## config.mk

```make
export PLATFORM = sky130hd
export DESIGN_NAME = text_statistics_counter_core
export DESIGN_NICKNAME = d
export VERILOG_FILES = /design/src/hdl/tsc_pkg.sv /design/src/hdl/tsc_step.sv /design/src/hdl/tsc_out_skid.sv /design/src/hdl/text_statistics_counter_core.sv
export VERILOG_INCLUDE_DIRS = /design/src /design/src/hdl
export SDC_FILE = /design/constraint.sdc
export NUM_CORES = 1
export LEC_CHECK = 0
export ABC_AREA = 1
export BUFFER_PORTS_ARGS = -buffer_cell sky130_fd_sc_hd__buf_2
export CAP_MARGIN = 20
export CORE_ASPECT_RATIO = 1.75
export CORE_MARGIN = 4
export CORE_UTILIZATION = 65
export CTS_CLUSTER_DIAMETER = 100
export DETAILED_ROUTE_END_ITERATION = 8
export PLACE_DENSITY = 0.85
export SLEW_MARGIN = 20
export SYNTH_ARGS = -nofsm -noshare
export SYNTH_HDL_FRONTEND = slang
export SYNTH_HIERARCHICAL = 1
export SYNTH_SLANG_ARGS = --single-unit
```

## constraint.sdc

```tcl
create_clock -name clk -period 19.5 [get_ports clk]
set_clock_uncertainty 0.15 [all_clocks]
set_input_delay 3.9 -clock clk [delete_from_list [all_inputs] [get_ports clk]]
set_output_delay 3.9 -clock clk [all_outputs]
set_load 0.02 [all_outputs]
```

## src/hdl/text_statistics_counter_core_assert.svh

```systemverilog
// assertion macros shared by the text statistics counter modules
// expects a clock named clk and an active-low reset named arst_n in scope
`ifndef TEXT_STATISTICS_COUNTER_CORE_ASSERT_SVH
`define TEXT_STATISTICS_COUNTER_CORE_ASSERT_SVH
`ifndef NO_ASSERTIONS
// checked only out of reset
`define TSC_ASSERT(label, prop) \
	label: assert property (@(posedge clk) disable iff (!arst_n) prop) \
		else $error("tsc assertion failed");
// checked at every edge, reset included
`define TSC_ASSERT_ALWAYS(label, prop) \
	label: assert property (@(posedge clk) prop) \
		else $error("tsc assertion failed");
`else
`define TSC_ASSERT(label, prop)
`define TSC_ASSERT_ALWAYS(label, prop)
`endif
`endif

```

## src/hdl/tsc_pkg.sv

```systemverilog
// types, byte class constants and classifier functions for the text statistics counter
// no dependencies
package tsc_pkg;

	localparam int unsigned OUT_W = 32;
	localparam int unsigned NUM_COUNTS = 5;

	localparam logic [7:0] CH_NEWLINE = 8'h0A;
	localparam logic [7:0] CH_DOT     = 8'h2E;
	localparam logic [7:0] CH_COLON   = 8'h3A;
	localparam logic [7:0] CH_EXCL    = 8'h21;
	localparam logic [7:0] CH_QUEST   = 8'h3F;
	localparam logic [7:0] CH_INV_EXCL  = 8'hAD;
	localparam logic [7:0] CH_INV_QUEST = 8'hA8;
	localparam logic [7:0] CH_SHARP_S = 8'hE1;
	localparam logic [7:0] CH_UP_U    = 8'h55;
	localparam logic [7:0] CH_UP_E    = 8'h45;
	localparam logic [1:0] SAT_TWO    = 2'd2;

	typedef struct packed {
		logic       inside_word;
		logic [7:0] previous_letter;
		logic [1:0] letters_seen;
		logic [1:0] syllables_seen;
		logic       abbreviation_pending;
	} word_state_t;

	localparam word_state_t WORD_STATE_RESET = '{
		inside_word: 1'b0,
		previous_letter: 8'h00,
		letters_seen: 2'd0,
		syllables_seen: 2'd0,
		abbreviation_pending: 1'b1
	};

	typedef struct packed {
		logic chars;
		logic words;
		logic sentences;
		logic lines;
		logic mono;
	} count_inc_t;

	function automatic logic [7:0] up_case(input logic [7:0] c);
		logic [7:0] r;
		r = c;
		if (c inside {[8'h61:8'h7A]}) begin
			r = c - 8'd32;
		end
		return r;
	endfunction

	function automatic logic is_letter(input logic [7:0] c);
		return (c inside {[8'h41:8'h5A], [8'h61:8'h7A], [8'h80:8'h9A], [8'hA0:8'hA5],
			CH_SHARP_S});
	endfunction

	function automatic logic is_vowel(input logic [7:0] c);
		logic [7:0] u;
		u = up_case(c);
		return (u inside {8'h41, 8'h45, 8'h49, 8'h4F, 8'h55, 8'h59}) ||
			(c inside {[8'h81:8'h86], [8'h88:8'h9A]});
	endfunction

	function automatic logic is_mark(input logic [7:0] c);
		return (c inside {CH_DOT, CH_COLON, CH_EXCL, CH_QUEST, CH_INV_EXCL, CH_INV_QUEST});
	endfunction

endpackage

```

## src/hdl/tsc_step.sv

```systemverilog
// next word state and counter increments for one text byte
// depends on tsc_pkg
module tsc_step (
	input  logic [7:0]          text_byte,
	input  logic                start_of_text,
	input  tsc_pkg::word_state_t state_cur,
	output tsc_pkg::word_state_t state_nxt,
	output tsc_pkg::count_inc_t  inc
);
	import tsc_pkg::*;

	word_state_t st;
	logic letter, vowel, mark, first, hit, prev_cons;

	always_comb begin
		st        = start_of_text ? WORD_STATE_RESET : state_cur;
		letter    = is_letter(text_byte);
		vowel     = is_vowel(text_byte);
		mark      = is_mark(text_byte);
		prev_cons = is_letter(st.previous_letter) && !is_vowel(st.previous_letter);
		first     = (st.letters_seen == 2'd1);
		hit       = ((prev_cons || first) && vowel) ||
			(up_case(st.previous_letter) == CH_UP_U && up_case(text_byte) == CH_UP_E);
		state_nxt = st;
		inc       = '0;
		if (letter) begin
			inc.chars = 1'b1;
			state_nxt.previous_letter = text_byte;
			if (!st.inside_word) begin
				state_nxt.inside_word    = 1'b1;
				state_nxt.letters_seen   = 2'd1;
				state_nxt.syllables_seen = {1'b0, vowel};
			end else begin
				if (hit && st.syllables_seen < SAT_TWO) begin
					state_nxt.syllables_seen = st.syllables_seen + 2'd1;
				end
				if (st.letters_seen < SAT_TWO) begin
					state_nxt.letters_seen = st.letters_seen + 2'd1;
				end
			end
		end else begin
			state_nxt.inside_word = 1'b0;
			if (st.inside_word) begin
				// a longer word right before a sentence mark clears the abbreviation flag instead
				if (mark && st.letters_seen >= SAT_TWO) begin
					state_nxt.abbreviation_pending = 1'b0;
				end else begin
					inc.words = 1'b1;
					inc.mono  = (st.syllables_seen <= 2'd1);
				end
			end
			if (mark) begin
				if (state_nxt.abbreviation_pending) begin
					state_nxt.abbreviation_pending = 1'b0;
				end else begin
					inc.sentences = 1'b1;
				end
			end
			if (text_byte == CH_NEWLINE) begin
				inc.lines = 1'b1;
			end else begin
				inc.chars = 1'b1;
			end
		end
	end

endmodule

```

## src/hdl/tsc_out_skid.sv

```systemverilog
// output register with one skid entry, so the input side keeps a registered ready
// depends on the assertion header
`include "text_statistics_counter_core_assert.svh"
module tsc_out_skid #(
	parameter int unsigned DATA_W = 160
) (
	input  logic              clk,
	input  logic              arst_n,
	input  logic              s_valid,
	output logic              s_ready,
	input  logic [DATA_W-1:0] s_data,
	output logic              m_valid,
	input  logic              m_ready,
	output logic [DATA_W-1:0] m_data
);

	logic              main_valid_q, skid_valid_q;
	logic [DATA_W-1:0] main_q, skid_q;

	assign s_ready = !skid_valid_q;
	assign m_valid = main_valid_q;
	assign m_data  = main_q;

	always_ff @(posedge clk or negedge arst_n) begin
		if (!arst_n) begin
			main_valid_q <= 1'b0;
			skid_valid_q <= 1'b0;
		end else if (m_ready || !main_valid_q) begin
			if (skid_valid_q) begin
				main_valid_q <= 1'b1;
				skid_valid_q <= 1'b0;
			end else begin
				main_valid_q <= s_valid;
			end
		end else if (s_valid && s_ready) begin
			skid_valid_q <= 1'b1;
		end
	end

	always_ff @(posedge clk) begin
		if (m_ready || !main_valid_q) begin
			main_q <= skid_valid_q ? skid_q : s_data;
		end else if (s_valid && s_ready) begin
			skid_q <= s_data;
		end
	end

	`TSC_ASSERT_ALWAYS(a_skid_needs_main, skid_valid_q |-> main_valid_q)
	`TSC_ASSERT(a_skid_drains, (skid_valid_q && m_ready) |=> (main_valid_q && !skid_valid_q))
	`TSC_ASSERT(a_accept_shows, (s_valid && s_ready) |=> main_valid_q)
	`TSC_ASSERT(a_skid_holds, (skid_valid_q && !m_ready) |=> (skid_valid_q && $stable(skid_q)))

endmodule

```

## src/hdl/text_statistics_counter_core.sv

```systemverilog
// top level of the text statistics counter: byte classification, word state and counters
// depends on tsc_pkg, tsc_step and tsc_out_skid
// Takes one text byte per cycle and returns, for every byte, the running counts of
// characters (newlines excluded), words, sentences, lines and one-syllable words. A byte is
// taken in every cycle in which s_tvalid is high and the output side is not backed up; its
// counts are registered in the output stage before they show on m_tdata. Each byte is handled
// in a single pass of classifier compares and counter increments ahead of the count registers,
// and the result sits in a two-entry output stage; s_tready drops only after two results wait.
// s_tuser high clears all counts and word state before that byte. A word still open at the
// end of the text is not counted. Counters are COUNT_WIDTH bits, wrap, and show their low
// 32 bits (zero-extended when narrower).
module text_statistics_counter_core #(
	parameter int unsigned COUNT_WIDTH = 32
) (
	input  logic         clk,
	input  logic         arst_n,
	input  logic         s_tvalid,
	output logic         s_tready,
	input  logic [7:0]   s_tdata,   // [7:0] text_byte
	input  logic         s_tuser,   // [0] start_of_text
	output logic         m_tvalid,
	input  logic         m_tready,
	output logic [159:0] m_tdata    // char_count, word_count, sentence_count, line_count,
	                                // mono_count, 32 bits each from bit 0 up
);
	import tsc_pkg::*;

	typedef logic [COUNT_WIDTH-1:0] cnt_t;

	word_state_t state_q, state_nxt;
	count_inc_t  inc;
	cnt_t        cnt_q [NUM_COUNTS];
	cnt_t        cnt_nxt [NUM_COUNTS];
	logic [NUM_COUNTS-1:0] inc_vec;
	logic [NUM_COUNTS*OUT_W-1:0] result;
	logic        accept;

	assign accept = s_tvalid && s_tready;

	tsc_step u_step (
		.text_byte     (s_tdata),
		.start_of_text (s_tuser),
		.state_cur     (state_q),
		.state_nxt     (state_nxt),
		.inc           (inc)
	);

	// lowest index is char_count
	assign inc_vec = {inc.mono, inc.lines, inc.sentences, inc.words, inc.chars};

	always_comb begin
		logic [COUNT_WIDTH+OUT_W-1:0] ext;
		for (int i = 0; i < NUM_COUNTS; i++) begin
			cnt_nxt[i] = (s_tuser ? cnt_t'(0) : cnt_q[i]) + cnt_t'(inc_vec[i]);
			ext = {{OUT_W{1'b0}}, cnt_nxt[i]};
			result[i*OUT_W +: OUT_W] = ext[OUT_W-1:0];
		end
	end

	always_ff @(posedge clk or negedge arst_n) begin
		if (!arst_n) begin
			state_q <= WORD_STATE_RESET;
			for (int i = 0; i < NUM_COUNTS; i++) begin
				cnt_q[i] <= '0;
			end
		end else if (accept) begin
			state_q <= state_nxt;
			for (int i = 0; i < NUM_COUNTS; i++) begin
				cnt_q[i] <= cnt_nxt[i];
			end
		end
	end

	tsc_out_skid #(
		.DATA_W (NUM_COUNTS*OUT_W)
	) u_out (
		.clk     (clk),
		.arst_n  (arst_n),
		.s_valid (s_tvalid),
		.s_ready (s_tready),
		.s_data  (result),
		.m_valid (m_tvalid),
		.m_ready (m_tready),
		.m_data  (m_tdata)
	);

endmodule
```

; ---- Yosys cells after proc, flatten, opt, wreduce, memory -nomap -nowiden
; Index checks and enable logic that the tools add are counted.
[word_totals]
out_inout_bits = 162
elab_cells = 139
register_bits = 496
inputBits = 13
[op_classes]
reduce_logical = 35
n_addsub = 9
magnitude_cmp = 26
n_eq_ne = 22
bitwise = 1
muxes = 32
[op_table]
columns = cell, count
row1 = $add A32 B1 Y32, 5
row2 = $mux W160, 1
row3 = $mux W32, 5
row4 = $eq A8 B7 Y1 const B, 12
row5 = $ge A8 B8 Y1 const B, 8
row6 = $le A8 B8 Y1 const B, 6
row7 = $eq A8 B6 Y1 const B, 4
row8 = $eq A8 B8 Y1 const B, 4
row9 = $ge A8 B7 Y1 const B, 4
row10 = $le A8 B7 Y1 const B, 4
row11 = $logic_and A1 B1 Y1, 18
row12 = $mux W1, 18
row13 = $reduce_bool A6 Y1, 3
row14 = $mux W8, 2
row15 = $sub A8 B6 Y8 const B, 2
row16 = $mux W14, 1
row17 = $mux W12, 1
row18 = $reduce_bool A5 Y1, 2
row19 = $eq A8 B4 Y1 const B, 1
row20 = $mux W4, 2
row21 = $reduce_bool A2 Y1, 3
row22 = $logic_or A1 B1 Y1, 5
row23 = $add A2 B1 Y2 const B, 2
row24 = $lt A2 B2 Y1 const B, 2
row25 = other kinds (7), 10

; ---- Logic depth before layout (Yosys ltp)
[logic_depth]
word_depth = 16
depth_mapped = 24
ltp_nobuf = 23

; ---- Cells and area by module
; Netlist, hierarchy kept.
[by_module_without_submodules]
columns = mod, instances, cells_per_inst, seq_area_each_um2, area_each_um2
row1 = text_statistics_counter_core, 1, 2012, 4355.4, 12555.8
row2 = tsc_out_skid, 1, 845, 9659.3, 11735.0
row3 = tsc_step, 1, 257, 0.0, 1232.4

; ---- Worst setup path before layout
; OpenSTA, ideal clock, no wires.
[synth_path]
kind = input -> register
start = input m_tready
end = register u_out.skid_q[0] (enable)
stages = 3
setup_time_ps = 1579
t_arrival_ps = 15210
setup_slack_ps = 2561
required_ps = 17771
cell_sequence = inv_1 nand2_1 nor2_1
[synth_between]
elab_chain_len = 3
[synth_rtl]
columns = element, line_no
row1 = "start, declared", text_statistics_counter_core.sv:22  ; input logic m_tready,
row2 = $logic_or A1 B1 Y1, tsc_out_skid.sv:41  ; if (m_ready || !main_valid_q) begin
row3 = $not A1 Y1 (no line), --
row4 = $reduce_and A2 Y1 (no line), --
row5 = "end signal, assigned", tsc_out_skid.sv:44  ; skid_q <= s_data;
row6 = "end, declared", tsc_out_skid.sv:18  ; logic [DATA_W-1:0] main_q, skid_q;
; Every way passes these cells.
; A chain may end at the register's enable or synchronous reset.

==> results.json <==
{
  "synth-async-reset-ratio_pct": 35.5,
  "combPwrFrac_pct": 9.5,
  "max_slew_margin_pct": 28.3,
  "critPathMaxStageDelay_ps": 450,
  "crit_top_cell": "sky130_fd_sc_hd__nand2_1",
  "floorplan_die_width_um": 158,
  "cellInternalPower_mw": 1.73,
  "worst_setup_path_end_kind": "flip-flop",
  "coreArea_mm2": 0.0386,
  "post-cts-setup-buffer-count": 0,
  "htree_num_levels": 2,
  "switching_power_uw": 579,
  "gp_routability_congestion": 0.985,
  "startpoint_of_the_worst_slack_reg_to_reg_timing_path": "u_out/skid_valid_q",
  "synth_sequential_area_ratio_pct": 54.9,
  "antenna-diode-count": 0,
  "worst_hold_slack_ps": 321,
  "drt_first_pass_iters": 6,
  "power_dens_cells_mw_per_mm2": 82.6,
  "finalCritPeriodShare_pct": 37.6,
  "worstPathMaxFanout": 22,
  "postRouteWirelength_um": 63900,
  "insertion_delay_ps": 560,
  "placed_cells": 3675,
  "placementRows": 95,
  "grt_start_max_net_pins": 174,
  "cts_tree": "done",
  "worst-slew-pin-transition_ps": 1080,
  "syn_inst": 3114,
  "cell_variety_after_synth": 44,
  "crit_required_ps": 19660,
  "final_antenna_net_count": 0,
  "final.min_clock_period_ps": 7330,
  "clock_path_buffers": 3,
  "finalNetCount": 3268,
  "switching_share_pct": 25.1,
  "clockPowerShare_pct": 38.2,
  "syn_nets": 3147,
  "synth.yosys.warnings": 6,
  "endpoint": "u_out/m_data[46]",
  "post_layout_nonfiller_instances": 3754,
  "setup_total_negative_slack_ps": 0,
  "worstRegToRegCells": 6,
  "clock_sinks": 496,
  "synth_edf_count": 320,
  "grt_pass1_vias": 21000,
  "antenna_found_initial": 0,
  "layout_cell_share_with_drive_strength_beyond_1_pct": 9.57,
  "grt_pass1_wl_um": 103000,
  "timing.max_cap.violations": 0,
  "cts-hold-fix-buffers": 0,
  "place.detailed.hpwl_um": 43700,
  "path_cells": "buf_2 > inv_1 > ha_1 > and3_1 > nand2_1 > a21oi_1 > a31oi_1 > o21a_1 > nand2_2 > nor3_1 > ha_1 > ha_1 > nand2_1 > inv_1 > nand2_1 > nor2_2 > nand2_1 > nor2_1 > nand3_1 > and2_1 > nand2_1 > nand2_1",
  "drt-initial-drc-count": 1443,
  "io_buffers": 174,
  "synth_top_flop_cell": "sky130_fd_sc_hd__edfxtp_1",
  "vias": 21200,
  "reg2reg_slack_ps": 15130,
  "drcViolationCount": 0,
  "layout-area-overhead-vs-synth_pct": 9.65,
  "max_freq_ghz": 0.136,
  "timing.critical_path.from_type": "input port",
  "final_cell_area_mm2": 0.0280,
  "buffer_cell_driving_the_clock_tree_root": "sky130_fd_sc_hd__clkbuf_16",
  "start_util_pct": 66.1,
  "finalHoldViolations": 0,
  "cts_resized": 0,
  "critical_path.reg2reg.endpoint": "cnt_q[114]",
  "clock_slew_at_the_register_clock_pins_of_the_worst_setup_and_hold_paths_ps": 70,
  "power_mw": 2.31,
  "leakagePower_nw": 12.9,
  "synth_seq_cells": 496,
  "tritoncts.num_buffers": 43,
  "io_pins": 175,
  "p_seq_share_pct": 52.4,
  "globalRoute.totalOverflow": 0,
  "setup.worst_path.class": "in -> reg",
  "setup_viol_count_final": 0,
  "critPathSlowestCell": "sky130_fd_sc_hd__nor3_1",
  "ir_worst_vdd_mv": 0.0709,
  "post-route-worst-setup-slack_ps": 12170,
  "die_area_mm2": 0.0426,
  "worst_hold_path_type": "reg -> reg",
  "cp_data_arrival_time_ps": 7490,
  "grt_setup_unrepaired": "false",
  "grt.total_usage_pct": 29.9,
  "drt-wirelength-per-cell_um": 17.0,
  "launching_element_of_the_worst_setup_path": "s_tdata[5]",
  "place_worst_setup_slack_ps": 11670,
  "placed_cell_area_mm2": 0.0265,
  "final_core_utilization_pct": 72.4,
  "status": "finished clean",
  "vias_per_cell": 5.65,
  "post_synth_design_cell_area_mm2": 0.0255,
  "post_synth.cell_area_avg_um2": 8.20,
  "dieHeight_um": 270,
  "final_max_slew_viol_count": 0
}
[final cells by class]
type	count	area, um^2
tap	485	607
clock buffer	57	1220
fill	2964	10600
timing repair buffer	188	982
clock inverter	22	240
sequential	496	14000
inverter	218	836
multi-input combinational	2288	10100
[state kept, by name (all words and copies together) (netlist names)]
signal and count:
u_out/m_data 160, u_out/skid_valid_q 1, u_out/m_valid 1, u_out/skid_q 160, cnt_q 160, state_q 14
[power groups by stage]
stage | sequential [mW] | clock [mW] | combinational (mW)
after floorplan | 1.27 | 0 | 0.103
after global placement | 1.23 | 0 | 0.215
after detailed placement | 1.23 | 0 | 0.219
after CTS | 1.21 | 0.897 | 0.220
after global routing | 1.21 | 0.942 | 0.239
final | 1.21 | 0.882 | 0.219
[synth_stat cells (20+ instances only)]
cell	count	share of area, %
sky130_fd_sc_hd__buf_2	47	0.92
sky130_fd_sc_hd__ha_1	20	0.98
sky130_fd_sc_hd__edfxtp_1	320	38
sky130_fd_sc_hd__inv_1	211	3.1
sky130_fd_sc_hd__nand2_1	1317	19
sky130_fd_sc_hd__nor2_1	265	3.9
sky130_fd_sc_hd__dfrtp_1	175	17
sky130_fd_sc_hd__and2_1	104	2.5
sky130_fd_sc_hd__nand3_1	342	6.7
sky130_fd_sc_hd__o21ai_0	80	1.6
sky130_fd_sc_hd__clkbuf_1	25	0.37
sky130_fd_sc_hd__nor2_2	31	0.76
sky130_fd_sc_hd__xor2_1	28	0.96
[per-layer routing]
metal	track usage, %	vias to the layer above	share of wire [%]
li1	-	10300	-
met1	33.2	9914	35
met2	53.2	778	52
met3	3.93	237	5.5
met4	18.2	0	6.8
met5	0	-	0
[kinds of logic after synthesis]
family	Yosys count	synth area share, %
flip-flops	496	54.9
buffers and inverters	330	5.68
adder cells (fa/ha/maj)	20	0.980
XOR/XNOR	34	1.17
AO/OA/AOI/OAI	115	2.42
AND/OR/NAND/NOR	2119	34.8
[worst max-delay path, delay by kind of cell]
family          cells  cell delay [ps]
fa+ha+maj           3              650
compound gates      3              410
simple gates       13             2170
buf+inv             3              340
[layout by cell type, fill, tap and decap left out, types with 4 or more instances in the layout]
cell type	instances
sky130_fd_sc_hd__nand4_1	10
sky130_fd_sc_hd__inv_1	211
sky130_fd_sc_hd__nor3_1	13
sky130_fd_sc_hd__and2_1	104
sky130_fd_sc_hd__o21bai_1	4
sky130_fd_sc_hd__nor2_4	4
sky130_fd_sc_hd__bufinv_16	4
sky130_fd_sc_hd__clkinv_2	5
sky130_fd_sc_hd__ha_1	20
sky130_fd_sc_hd__nand3b_1	17
sky130_fd_sc_hd__nor2_2	31
sky130_fd_sc_hd__clkbuf_16	45
sky130_fd_sc_hd__nor2_1	264
sky130_fd_sc_hd__nand3_1	342
sky130_fd_sc_hd__o21ai_0	80
sky130_fd_sc_hd__nand2_1	1315
sky130_fd_sc_hd__a31oi_1	4
sky130_fd_sc_hd__dfrtp_1	174
sky130_fd_sc_hd__clkinvlp_4	5
sky130_fd_sc_hd__nand2_2	5
sky130_fd_sc_hd__edfxtp_1	320
sky130_fd_sc_hd__inv_6	4
sky130_fd_sc_hd__nor4_1	4
sky130_fd_sc_hd__xnor2_1	6
sky130_fd_sc_hd__clkbuf_1	7
sky130_fd_sc_hd__a21oi_1	13
sky130_fd_sc_hd__clkbuf_8	5
sky130_fd_sc_hd__buf_2	173
sky130_fd_sc_hd__buf_4	14
sky130_fd_sc_hd__o21ai_1	5
sky130_fd_sc_hd__xor2_1	28
[how the worst min path moves through the flow]
| stage | start | to | depth (start not counted) |
|---|---|---|---|
| CTS | state_q[0] | state_q[0] | 2 |
| floorplan | state_q[0] | state_q[0] | 2 |
| global placement | state_q[0] | state_q[0] | 2 |
| detailed placement | state_q[0] | state_q[0] | 2 |
| global route | state_q[0] | state_q[0] | 2 |
| finish | state_q[0] | state_q[0] | 2 |
(Power assumes the default switching activity.)
